`src/hw/rtl/sle_pkg.sv`:
```
// shared types and constants for the sequential list engine
package sle_pkg;

   localparam int CMD_W    = 3;
   localparam int POS_W    = 8;
   localparam int VAL_W    = 32;
   localparam int STATUS_W = 2;
   localparam int FOUND_W  = 4;
   localparam int LEN_W    = 5;

   // command codes
   typedef enum logic [CMD_W-1:0] {
      CMD_INSERT = 3'd0,
      CMD_DELETE = 3'd1,
      CMD_LOCATE = 3'd2,
      CMD_GET    = 3'd3,
      CMD_CLEAR  = 3'd4
   } cmd_type;

   // result status codes
   typedef enum logic [STATUS_W-1:0] {
      STS_OK       = 2'd0,
      STS_FULL     = 2'd1,
      STS_RANGE    = 2'd2,
      STS_NOTFOUND = 2'd3
   } status_type;

   // sequencer states
   typedef enum logic [1:0] {
      ST_IDLE   = 2'd0,
      ST_SCAN   = 2'd1,
      ST_INS_WR = 2'd2,
      ST_RESP   = 2'd3
   } state_type;

endpackage

```
`src/hw/rtl/sle_req_if.sv`:
```
// command channel interface of the sequential list engine
interface sle_req_if;
   logic                              valid;
   logic                              ready;
   logic [sle_pkg::CMD_W-1:0]         command;
   logic [sle_pkg::POS_W-1:0]         position;
   logic signed [sle_pkg::VAL_W-1:0]  value;

   modport source (output valid, command, position, value, input ready);
   modport sink   (input valid, command, position, value, output ready);
endinterface

```
`src/hw/rtl/sle_rsp_if.sv`:
```
// result channel interface of the sequential list engine
interface sle_rsp_if;
   logic                                valid;
   logic                                ready;
   logic [sle_pkg::STATUS_W-1:0]        status;
   logic signed [sle_pkg::VAL_W-1:0]    item_value;
   logic [sle_pkg::FOUND_W-1:0]         found_index;
   logic [sle_pkg::LEN_W-1:0]           list_length;

   modport source (output valid, status, item_value, found_index, list_length, input ready);
   modport sink   (input valid, status, item_value, found_index, list_length, output ready);
endinterface

```
`src/hw/rtl/sequential_list_engine.sv`:
```
// Sequential list engine: ordered list of signed 32-bit values in one memory
//
// Commands arrive as words on req_bus (valid/ready); each gives exactly one
// result word on rsp_bus. Commands: insert at a position, delete at a
// position (returns the removed value), locate the first index of a value,
// get the entry at a position, and clear.
// One command is worked on at a time. The entries live in a single-port-write,
// single-port-read memory with a registered read; insert, delete and
// locate walk the affected entries one per cycle through that memory. Get
// reads one entry; an insert at the tail skips the walk and only writes the
// new value, and clear and rejected commands go straight to the result. The
// longest commands are a delete or locate over a full list and an insert at
// the head of a list one short of full. The result word appears in the same
// cycle as the sequencer returns to idle; a new command is taken as soon as
// the sequencer is idle, even while that result still waits in the output
// register.
// When the receiver stalls, the next result waits in the sequencer until the
// output register is taken.
// Reset empties the list (length zero); the memory contents are not cleared
// since no entry at or beyond the length is ever read.
module sequential_list_engine #(
   parameter int CAPACITY = 16
) (
   input  logic      clock,
   input  logic      reset,
   sle_req_if.sink   req_bus,
   sle_rsp_if.source rsp_bus
);
   import sle_pkg::*;

   localparam int AW = (CAPACITY > 1) ? $clog2(CAPACITY) : 1;
   localparam int CW = $clog2(CAPACITY + 1);

   // entry memory
   logic [VAL_W-1:0] mem [CAPACITY];
   logic             rd_en;
   logic [AW-1:0]    rd_addr;
   logic [VAL_W-1:0] rd_data_ff;
   logic             wr_en;
   logic [AW-1:0]    wr_addr;
   logic [VAL_W-1:0] wr_data;

   // control state
   state_type state_ff, state_in;
   cmd_type   cmd_ff, cmd_in;
   logic [CW-1:0] count_ff, count_in;
   logic [AW-1:0] cur_ff, cur_in;
   logic [AW-1:0] end_ff, end_in;
   logic          issue_ff, issue_in;
   logic          pend_ff, pend_in;
   logic [AW-1:0] pend_addr_ff, pend_addr_in;
   logic          rsp_valid_ff, rsp_valid_in;

   // payload registers
   logic [AW-1:0]      pos_ff, pos_in;
   logic [VAL_W-1:0]   val_ff, val_in;
   status_type         status_ff, status_in;
   logic [VAL_W-1:0]   item_ff, item_in;
   logic [FOUND_W-1:0] found_ff, found_in;
   logic [STATUS_W-1:0] rsp_status_ff, rsp_status_in;
   logic [VAL_W-1:0]    rsp_item_ff, rsp_item_in;
   logic [FOUND_W-1:0]  rsp_found_ff, rsp_found_in;
   logic [LEN_W-1:0]    rsp_len_ff, rsp_len_in;

   logic          req_fire;
   cmd_type       req_cmd;
   logic [POS_W-1:0] count_wide;

   assign req_bus.ready = (state_ff == ST_IDLE);
   assign req_fire      = req_bus.valid && req_bus.ready;
   assign req_cmd       = cmd_type'(req_bus.command);
   assign count_wide    = POS_W'(count_ff);

   assign rsp_bus.valid       = rsp_valid_ff;
   assign rsp_bus.status      = rsp_status_ff;
   assign rsp_bus.item_value  = rsp_item_ff;
   assign rsp_bus.found_index = rsp_found_ff;
   assign rsp_bus.list_length = rsp_len_ff;

   // memory write and registered read
   always_ff @(posedge clock) begin
      if (wr_en) begin
         mem[wr_addr] <= wr_data;
      end
      if (rd_en) begin
         rd_data_ff <= mem[rd_addr];
      end
   end

   // sequencer next state and memory control
   always_comb begin
      state_in      = state_ff;
      cmd_in        = cmd_ff;
      count_in      = count_ff;
      cur_in        = cur_ff;
      end_in        = end_ff;
      issue_in      = issue_ff;
      pend_in       = 1'b0;
      pend_addr_in  = pend_addr_ff;
      pos_in        = pos_ff;
      val_in        = val_ff;
      status_in     = status_ff;
      item_in       = item_ff;
      found_in      = found_ff;
      rsp_valid_in  = rsp_valid_ff && !rsp_bus.ready;
      rsp_status_in = rsp_status_ff;
      rsp_item_in   = rsp_item_ff;
      rsp_found_in  = rsp_found_ff;
      rsp_len_in    = rsp_len_ff;
      rd_en         = 1'b0;
      rd_addr       = cur_ff;
      wr_en         = 1'b0;
      wr_addr       = pend_addr_ff;
      wr_data       = rd_data_ff;

      unique case (state_ff)
         ST_IDLE: begin
            if (req_fire) begin
               cmd_in    = req_cmd;
               pos_in    = AW'(req_bus.position);
               val_in    = req_bus.value;
               status_in = STS_OK;
               item_in   = '0;
               found_in  = '0;
               state_in  = ST_RESP;
               unique case (req_cmd)
                  CMD_INSERT: begin
                     if (count_ff >= CW'(CAPACITY)) begin
                        status_in = STS_FULL;
                     end else if (req_bus.position > count_wide) begin
                        status_in = STS_RANGE;
                     end else if (req_bus.position == count_wide) begin
                        state_in = ST_INS_WR;
                     end else begin
                        cur_in   = AW'(count_ff - CW'(1));
                        end_in   = AW'(req_bus.position);
                        issue_in = 1'b1;
                        state_in = ST_SCAN;
                     end
                  end
                  CMD_DELETE, CMD_GET: begin
                     if (req_bus.position >= count_wide) begin
                        status_in = STS_RANGE;
                     end else begin
                        cur_in   = AW'(req_bus.position);
                        end_in   = (req_cmd == CMD_GET) ? AW'(req_bus.position)
                                                        : AW'(count_ff - CW'(1));
                        issue_in = 1'b1;
                        state_in = ST_SCAN;
                     end
                  end
                  CMD_LOCATE: begin
                     status_in = STS_NOTFOUND;
                     if (count_ff != '0) begin
                        cur_in   = '0;
                        end_in   = AW'(count_ff - CW'(1));
                        issue_in = 1'b1;
                        state_in = ST_SCAN;
                     end
                  end
                  CMD_CLEAR: begin
                     count_in = '0;
                  end
                  default: begin
                  end
               endcase
            end
         end

         ST_SCAN: begin
            // issue the next read of the walk
            if (issue_ff) begin
               rd_en        = 1'b1;
               pend_in      = 1'b1;
               pend_addr_in = cur_ff;
               if (cur_ff == end_ff) begin
                  issue_in = 1'b0;
               end else if (cmd_ff == CMD_INSERT) begin
                  cur_in = cur_ff - AW'(1);
               end else begin
                  cur_in = cur_ff + AW'(1);
               end
            end
            // handle the word read in the previous cycle
            if (pend_ff) begin
               case (cmd_ff)
                  CMD_INSERT: begin
                     wr_en   = 1'b1;
                     wr_addr = pend_addr_ff + AW'(1);
                  end
                  CMD_DELETE: begin
                     if (pend_addr_ff == pos_ff) begin
                        item_in = rd_data_ff;
                     end else begin
                        wr_en   = 1'b1;
                        wr_addr = pend_addr_ff - AW'(1);
                     end
                  end
                  CMD_GET: begin
                     item_in = rd_data_ff;
                  end
                  default: begin
                     // locate: stop at the first match
                     if (rd_data_ff == val_ff) begin
                        status_in = STS_OK;
                        found_in  = FOUND_W'(pend_addr_ff);
                        issue_in  = 1'b0;
                        pend_in   = 1'b0;
                        state_in  = ST_RESP;
                     end
                  end
               endcase
               // walk finished
               if (!issue_ff) begin
                  if (cmd_ff == CMD_INSERT) begin
                     state_in = ST_INS_WR;
                  end else begin
                     state_in = ST_RESP;
                     if (cmd_ff == CMD_DELETE) begin
                        count_in = count_ff - CW'(1);
                     end
                  end
               end
            end
         end

         ST_INS_WR: begin
            wr_en    = 1'b1;
            wr_addr  = pos_ff;
            wr_data  = val_ff;
            count_in = count_ff + CW'(1);
            state_in = ST_RESP;
         end

         ST_RESP: begin
            if (!rsp_valid_ff || rsp_bus.ready) begin
               rsp_valid_in  = 1'b1;
               rsp_status_in = status_ff;
               rsp_item_in   = item_ff;
               rsp_found_in  = found_ff;
               rsp_len_in    = LEN_W'(count_ff);
               state_in      = ST_IDLE;
            end
         end

         default: begin
            state_in = ST_IDLE;
         end
      endcase
   end

   // control registers
   always_ff @(posedge clock) begin
      if (reset) begin
         state_ff     <= ST_IDLE;
         count_ff     <= '0;
         issue_ff     <= 1'b0;
         pend_ff      <= 1'b0;
         rsp_valid_ff <= 1'b0;
      end else begin
         state_ff     <= state_in;
         count_ff     <= count_in;
         issue_ff     <= issue_in;
         pend_ff      <= pend_in;
         rsp_valid_ff <= rsp_valid_in;
      end
   end

   // payload registers
   always_ff @(posedge clock) begin
      cmd_ff        <= cmd_in;
      cur_ff        <= cur_in;
      end_ff        <= end_in;
      pend_addr_ff  <= pend_addr_in;
      pos_ff        <= pos_in;
      val_ff        <= val_in;
      status_ff     <= status_in;
      item_ff       <= item_in;
      found_ff      <= found_in;
      rsp_status_ff <= rsp_status_in;
      rsp_item_ff   <= rsp_item_in;
      rsp_found_ff  <= rsp_found_in;
      rsp_len_ff    <= rsp_len_in;
   end

   // length never exceeds the capacity
   a_count_bound: assert property (@(posedge clock) disable iff (reset)
      count_ff <= CW'(CAPACITY))
      else $error("list length above capacity");

   // a walk always has a read in flight or still to issue
   a_scan_busy: assert property (@(posedge clock) disable iff (reset)
      state_ff == ST_SCAN |-> (issue_ff || pend_ff))
      else $error("walk stalled with nothing pending");

   // the final insert write grows the list by one
   a_insert_grows: assert property (@(posedge clock) disable iff (reset)
      state_ff == ST_INS_WR |=> count_ff == $past(count_ff) + CW'(1))
      else $error("insert did not grow the list");

endmodule

```
`src/flat_wrapper.sv`:
```
// flat-port wrapper written by rule: the top's interface ports become plain ports
module sequential_list_engine_flat import sle_pkg::*;
#(
   parameter int CAPACITY = 16
)
  (clock, reset, req_bus_valid, req_bus_command, req_bus_position, req_bus_value, req_bus_ready, rsp_bus_valid, rsp_bus_status, rsp_bus_item_value, rsp_bus_found_index, rsp_bus_list_length, rsp_bus_ready);
  sle_req_if req_bus_i ();
  sle_rsp_if rsp_bus_i ();
  input  logic clock;
  input  logic reset;
  input wire logic [$bits(req_bus_i.valid)-1:0] req_bus_valid;
  input wire logic [$bits(req_bus_i.command)-1:0] req_bus_command;
  input wire logic [$bits(req_bus_i.position)-1:0] req_bus_position;
  input wire logic [$bits(req_bus_i.value)-1:0] req_bus_value;
  output wire logic [$bits(req_bus_i.ready)-1:0] req_bus_ready;
  output wire logic [$bits(rsp_bus_i.valid)-1:0] rsp_bus_valid;
  output wire logic [$bits(rsp_bus_i.status)-1:0] rsp_bus_status;
  output wire logic [$bits(rsp_bus_i.item_value)-1:0] rsp_bus_item_value;
  output wire logic [$bits(rsp_bus_i.found_index)-1:0] rsp_bus_found_index;
  output wire logic [$bits(rsp_bus_i.list_length)-1:0] rsp_bus_list_length;
  input wire logic [$bits(rsp_bus_i.ready)-1:0] rsp_bus_ready;
  assign req_bus_i.valid = req_bus_valid;
  assign req_bus_i.command = req_bus_command;
  assign req_bus_i.position = req_bus_position;
  assign req_bus_i.value = req_bus_value;
  assign req_bus_ready = req_bus_i.ready;
  assign rsp_bus_valid = rsp_bus_i.valid;
  assign rsp_bus_status = rsp_bus_i.status;
  assign rsp_bus_item_value = rsp_bus_i.item_value;
  assign rsp_bus_found_index = rsp_bus_i.found_index;
  assign rsp_bus_list_length = rsp_bus_i.list_length;
  assign rsp_bus_i.ready = rsp_bus_ready;
  sequential_list_engine #(.CAPACITY(CAPACITY)) u_core (.clock(clock), .reset(reset), .req_bus(req_bus_i), .rsp_bus(rsp_bus_i));
endmodule
```
`config.mk`:
```
export PLATFORM = sky130hd
export DESIGN_NAME = sequential_list_engine_flat
export DESIGN_NICKNAME = d
export VERILOG_FILES = /design/src/hw/rtl/sle_pkg.sv /design/src/hw/rtl/sle_req_if.sv /design/src/hw/rtl/sle_rsp_if.sv /design/src/hw/rtl/sequential_list_engine.sv /design/src/flat_wrapper.sv
export SDC_FILE = /design/constraint.sdc
export NUM_CORES = 1
export LEC_CHECK = 0
export ABC_AREA = 0
export BUFFER_PORTS_ARGS = -buffer_cell sky130_fd_sc_hd__buf_2
export CORE_ASPECT_RATIO = 2
export CORE_MARGIN = 10
export CORE_UTILIZATION = 35
export DETAILED_ROUTE_END_ITERATION = 16
export SYNTH_ARGS = -nofsm -noshare
export SYNTH_HDL_FRONTEND = slang
export SYNTH_SLANG_ARGS = --single-unit
export TNS_END_PERCENT = 50
```
`constraint.sdc`:
```
create_clock -name clock -period 6.15 [get_ports clock]
set_input_delay 0.9225 -clock clock [delete_from_list [all_inputs] [get_ports clock]]
set_output_delay 0.9225 -clock clock [all_outputs]
set_load 0.1 [all_outputs]
```
## After elaboration in Yosys (flattened, before gate mapping)

Memory sizes are Yosys's and may differ from the RTL's. A register that Yosys moved wholly into a read port is not among the register bits.
Cells that the tools add are included.

| storage, ports and cells | value |
|---|---|
| bits in registers | 142 |
| bits in latches | 0 |
| memory bits (writable) | 512 |
| bits in read-only memories | 0 |
| input bits | 47 |
| output and inout port bits | 45 |
| word-level logic and storage cells | 182 |
| memories | 1 |

| cells by class | value |
|---|---|
| $add $sub $neg | 6 |
| multiply operators | 0 |
| div/mod/pow operators | 0 |
| $lt $le $gt $ge | 3 |
| eq/ne operators | 39 |
| shift operators | 0 |
| mux-type cells | 89 |
| bitwise logic cells | 1 |
| reduce and logical (&&, ||, !) cells | 25 |

Memory list:

| memory | words | width | rd ports | clocked after memory_dff | write ports | RTL line | source |
|---|---|---|---|---|---|---|---|
| u_core.mem | 16 | 32 | 1 | 1 | 1 | sequential_list_engine.sv:35 | `logic [VAL_W-1:0] mem [CAPACITY];` |

Operators by type and width:

| operator | count |
|---|---|
| 32-bit 2-to-1 mux | 4 |
| 32-bit one-hot mux with 2 select lines | 2 |
| 4-bit 2-to-1 mux | 21 |
| 2-bit 2-to-1 mux | 18 |
| 32-bit equality test | 1 |
| 4-bit one-hot mux with 2 select lines | 4 |
| 5-bit 2-to-1 mux | 6 |
| 4-bit one-hot mux with 3 select lines | 2 |
| 1-bit 2-to-1 mux | 23 |
| 3-bit inequality test (second input constant) | 7 |
| 2-bit inequality test (second input constant) | 10 |
| 8-bit AND reduction | 2 |
| 5-bit one-hot mux with 3 select lines | 1 |
| 5-bit AND reduction | 3 |
| 2-bit by 1-bit inequality test with 1-bit output (second input constant) | 6 |
| 2-bit one-hot mux with 3 select lines | 2 |
| 10-bit AND reduction | 1 |
| 3-bit by 2-bit equality test with 1-bit output (second input constant) | 3 |
| 4-bit by 1-bit adder with 4-bit output (second input constant) | 2 |
| 4-bit equality test | 2 |
| 8-bit by 5-bit equality test with 1-bit output | 1 |
| 8-bit by 5-bit >= comparator with 1-bit output | 1 |
| 8-bit by 5-bit greater-than comparator with 1-bit output | 1 |
| 2-bit one-hot mux with 4 select lines | 1 |
| other kinds (26) | 39 |

## Logic depth before layout (Yosys ltp)

| depth | value |
|---|---|
| word-level depth | 7 |
| depth in mapped cells | 9 |
| mapped depth without buffers | 8 |

## Worst setup path before layout

Ideal clock, no wire load.

| path | value |
|---|---|
| path kind | register -> register |
| from | register u_core.pend_addr_ff[1] |
| to | memory u_core.mem[8][0], enable pin |
| library setup time | 0.421 ns |
| arrival | 3.191 ns |
| data required time | 5.729 ns |
| path slack | 2.538 ns |
| cell stages (with the launch flop) | 9 |
| path buffers | 2 |
| period minus slack after synthesis | 3.612 ns |
| cell sequence | edfxtp_1 -> buf_4 -> xnor2_2 -> and4_1 -> buf_6 -> or4_4 -> a31oi_4 -> o21ai_2 -> nor2_1 |

| between the ends | value |
|---|---|
| word-level cells in the longest chain between the ends | 7 |
| elaborated cells between the ends (all ways) | 13 |
| classes of those cells | add/sub: 2; eq/ne: 1; mux: 10 |

Ends and longest elaborated chain:

| what | RTL line | source |
|---|---|---|
| start, declared | sequential_list_engine.sv:51 | `logic [AW-1:0] pend_addr_ff, pend_addr_in;` |
| start signal, assigned | sequential_list_engine.sv:274 | `pend_addr_ff <= pend_addr_in;` |
| 4-bit equality test | sequential_list_engine.sv:192 | `if (pend_addr_ff == pos_ff) begin` |
| 1-bit 2-to-1 mux | sequential_list_engine.sv:192 |  |
| 1-bit one-hot mux with 2 select lines | sequential_list_engine.sv:186 | `case (cmd_ff)` |
| 1-bit 2-to-1 mux | sequential_list_engine.sv:185 | `if (pend_ff) begin` |
| 1-bit one-hot mux with 2 select lines | sequential_list_engine.sv:116 | `unique case (state_ff)` |
| 1-bit 2-to-1 mux | sequential_list_engine.sv:82 | `if (wr_en) begin` |
| 1-bit 2-to-1 mux (implied by the code) | sequential_list_engine.sv:83 | `mem[wr_addr] <= wr_data;` |
| end, declared | sequential_list_engine.sv:35 |  |

Parallel ways exist; a longest one is shown, timed or not.

## Final worst setup path

| path | value |
|---|---|
| from | register u_core.state_ff[0] |
| to | memory u_core.mem[14][3], enable pin |

| between the ends | value |
|---|---|
| word-level cells in the longest chain between the ends | 4 |
| elaborated cells between the ends (all ways) | 6 |
| classes of those cells | eq/ne: 2; mux: 4 |

Ends and longest elaborated chain:

| what | RTL line | source |
|---|---|---|
| start, declared | sequential_list_engine.sv:44 | `state_type state_ff, state_in;` |
| start signal, assigned | sequential_list_engine.sv:261 | `state_ff <= state_in;` |
| 2-bit equality test or 2-bit by 1-bit equality test with 1-bit output (tied branches) | sequential_list_engine.sv:116 |  |
| 1-bit one-hot mux with 2 select lines | sequential_list_engine.sv:116 |  |
| 1-bit 2-to-1 mux | sequential_list_engine.sv:82 |  |
| 1-bit 2-to-1 mux (implied by the code) | sequential_list_engine.sv:83 |  |

Parallel ways exist; a longest one is shown, timed or not.

==> impl_metrics.ini <==
[die]
start_util_pct = 35.4
coreArea_um2 = 76000
die-area_um2 = 89000
io_pins = 92
rows = 143
die_w_um = 216
dieHeight_um = 412

[synth]
synth-seq-cells = 686
synth_flop_cell = edfxtp_1
yosysSeqAreaShare_pct = 76.2
synth_nets = 1323
synth.distinct_cells = 72
syn_avg_cell_area_um2 = 21.4
synth_top_area_share_pct = 75.5
synth_most_common_cell = edfxtp_1
yosysTopAreaCell = edfxtp_1
synth_edf_count = 676
synth_area_leaders = edfxtp_1 (75%), mux4_2 (13%), mux2_2 (1.5%), xnor2_1 (1.4%), and2_1 (0.77%)
async_flop_share_pct = 0
yosys_warnings = 0
ys_top_cells_by_count = edfxtp_1 (676), mux4_2 (160), xnor2_1 (42), mux2_2 (35), and2_1 (33)
syn-cell-area_um2 = 26900
netlist_instances = 1260

[setup_path]
cp_slowest_cell = nor2_4
slowest_delay_ns = 0.78
end_kind = flop
path_cells = inv_1 > ha_2 > buf_4 > inv_1 > o21ai_0 > nand2_1 > a211oi_1 > nand2_1 > nor2_4 > buf_4
critPathLaunchType = flop
crit_type = flop to flop
required_ns = 6.45
worstPathMaxFanout = 31
arrival_ns = 4.46
rr_worst_depth = 10

[final_layout]
seq_area_um2 = 20500
multi_input_area_um2 = 6190
fill_cells = 6652
area_growth_syn_to_layout_pct = 13.6
drive_gt1_share_pct = 30.1
nets = 1443

[min_path]
min_delay_path_depth = 0
worstHoldPathType = flop to flop

[detailed_routing]
vias_per_cell = 5.20
dr.first_iter.drc_count = 919
dr_total_vias = 12700
wl_per_cell_um = 26.2
drc_errors = 0
drt_pass1_iterations = 5
ant_nets = 0
totalWireLength_um = 63900

[outcome]
status = finished, final reports clean

[clock_tree]
path_clk_slew_ns = 0.07
h-tree-depth = 2
post_cts_resized = 0
post_cts.repair.setup_buffers = 0
clk_latency_ns = 0.63
cts_sinks = 686
cts_tree = yes
cts_buffer_depth = 3
hold_buffers = 0
cts_buffers = 57
cts-root-buf = clkbuf_16

[place]
dpl.hpwl_um = 39900
place.gp.congestion = 0.878
port_buffers = 91

[timing]
clock.fmax_ghz = 0.240
hold_viol = 0
setup_violations = 0
finClkSkew_ns = 0.0231
tightestPinTransition_ns = 0.996
fin_tns_setup_ns = 0
slew_headroom_pct = 33.2
min_period_ns = 4.17
drv_slew = 0
rsz0062_at_grt = no
finalCritPeriodShare_pct = 67.7

[pwr]
p_total_mw = 12.3
power_leakage_nw = 9.56
power.density_nw_per_um2 = 402
vdd_drop_max_uv = 275

[global_routing]
antenna_found_initial = 2
grt_pass1_wl_um = 93900
grt_use_total_pct = 14.2
grt_max_degree = 133
grt-ovfl-total = 0
grt_pass1_vias = 13600

[job]
maxCapViolations = 0
==> report_power, final <==
part	switching, mW	internal (mW)	total (mW)	leakage (nW)
registers	0.203	5.89	6.09	6.22
clock network	1.65	1.95	3.61	0.896
logic	1.65	0.929	2.58	2.45
total	3.51	8.77	12.3	9.56
==> cell usage in the layout (no fill, tap or decap), types with 15 or more instances in the layout <==
cell type / synthesis / routed
buf_4: 1 / 27
edfxtp_1: 676 / 676
clkbuf_16: 0 / 57
and2_1: 33 / 33
clkinv_1: 1 / 18
nand2_1: 26 / 26
inv_1: 24 / 22
nor2_1: 31 / 15
a21oi_1: 23 / 22
xnor2_1: 42 / 42
nor2_4: 0 / 16
mux4_2: 160 / 160
mux2_2: 35 / 35
buf_2: 9 / 91
==> metal layers <==
layer | up-vias | global-route usage (%) | share of wire, %
met1 | 6765 | 15.8 | 37
met2 | 383 | 26.9 | 56
li1 | 5433 | - | -
met4 | 2 | 5.03 | 3.0
met5 | - | 0 | 0.020
met3 | 101 | 1.94 | 4.6
==> worst paths after layout <==
| check | start | endpoint | slack [ns] |
|---|---|---|---|
| worst max register to register | u_core.state_ff[0]$_SDFFE_PP0P_ | u_core.mem[14][3]$_DFFE_PP_ | 1.98 |
| worst min register to register | u_core.status_ff[1]$_SDFFCE_PP0P_ | u_core.rsp_bus.status[1]$_DFFE_PP_ | 0.42 |
| worst min-delay path | u_core.status_ff[1]$_SDFFCE_PP0P_ | u_core.rsp_bus.status[1]$_DFFE_PP_ | 0.42 |
| worst max-delay path | u_core.state_ff[0]$_SDFFE_PP0P_ | u_core.mem[14][3]$_DFFE_PP_ | 1.98 |
==> cell families after synthesis <==
kind of cell	after synthesis	synth area share (%)
adders and majority gates	16	0.772
DFF	686	76.2
xor gates and xnor gates	49	1.62
and+or+nand+nor	140	2.75
buffers and inverters	84	1.34
AOI/OAI and AO/OA	88	2.38
muxes	197	14.9
==> state kept, by name (all words and copies together) (netlist names), 5 cells and up <==
name	count
u_core.rsp_bus.list_length	5
u_core.count_ff	5
u_core.item_ff	32
u_core.rd_data_ff	32
u_core.rsp_bus.item_value	32
u_core.mem	512
u_core.val_ff	32
==> layout make-up <==
type	instances	area share (%)
Tap cell	1015	4.15
Timing Repair Buffer	120	2.28
Antenna cell	1	0.00819
Clock inverter	40	1.21
Multi-Input combinational cell	490	20.2
Inverter	25	0.307
Sequential cell	686	67.1
Clock buffer	63	4.74
==> worst max-delay path: cells and delay by family, from the launching register on <==
family          cells  cell delay (ns)
buf+inv             4             1.24
flops               1             0.34
compound gates      2             0.60
fa+ha+maj           1             0.46
simple gates        3             1.18
==> per-stage QoR <==
step / instances / setup slack (ns) / area (um2) / utilization, % / hold WS, ns
floorplan: 1260 / 2.54 / 26900 / - / 0.400
global placement: 2336 / 2.07 / 28700 / 37.8 / 0.406
detailed placement: 2336 / 2.01 / 28700 / 37.8 / 0.405
CTS: 2439 / 1.98 / 30600 / 40.2 / 0.421
global route: 2440 / 1.75 / 30600 / 40.2 / 0.424
finish: 2440 / 1.98 / 30600 / 40.2 / 0.417
Note: power is estimated with default switching activity, not from simulation.
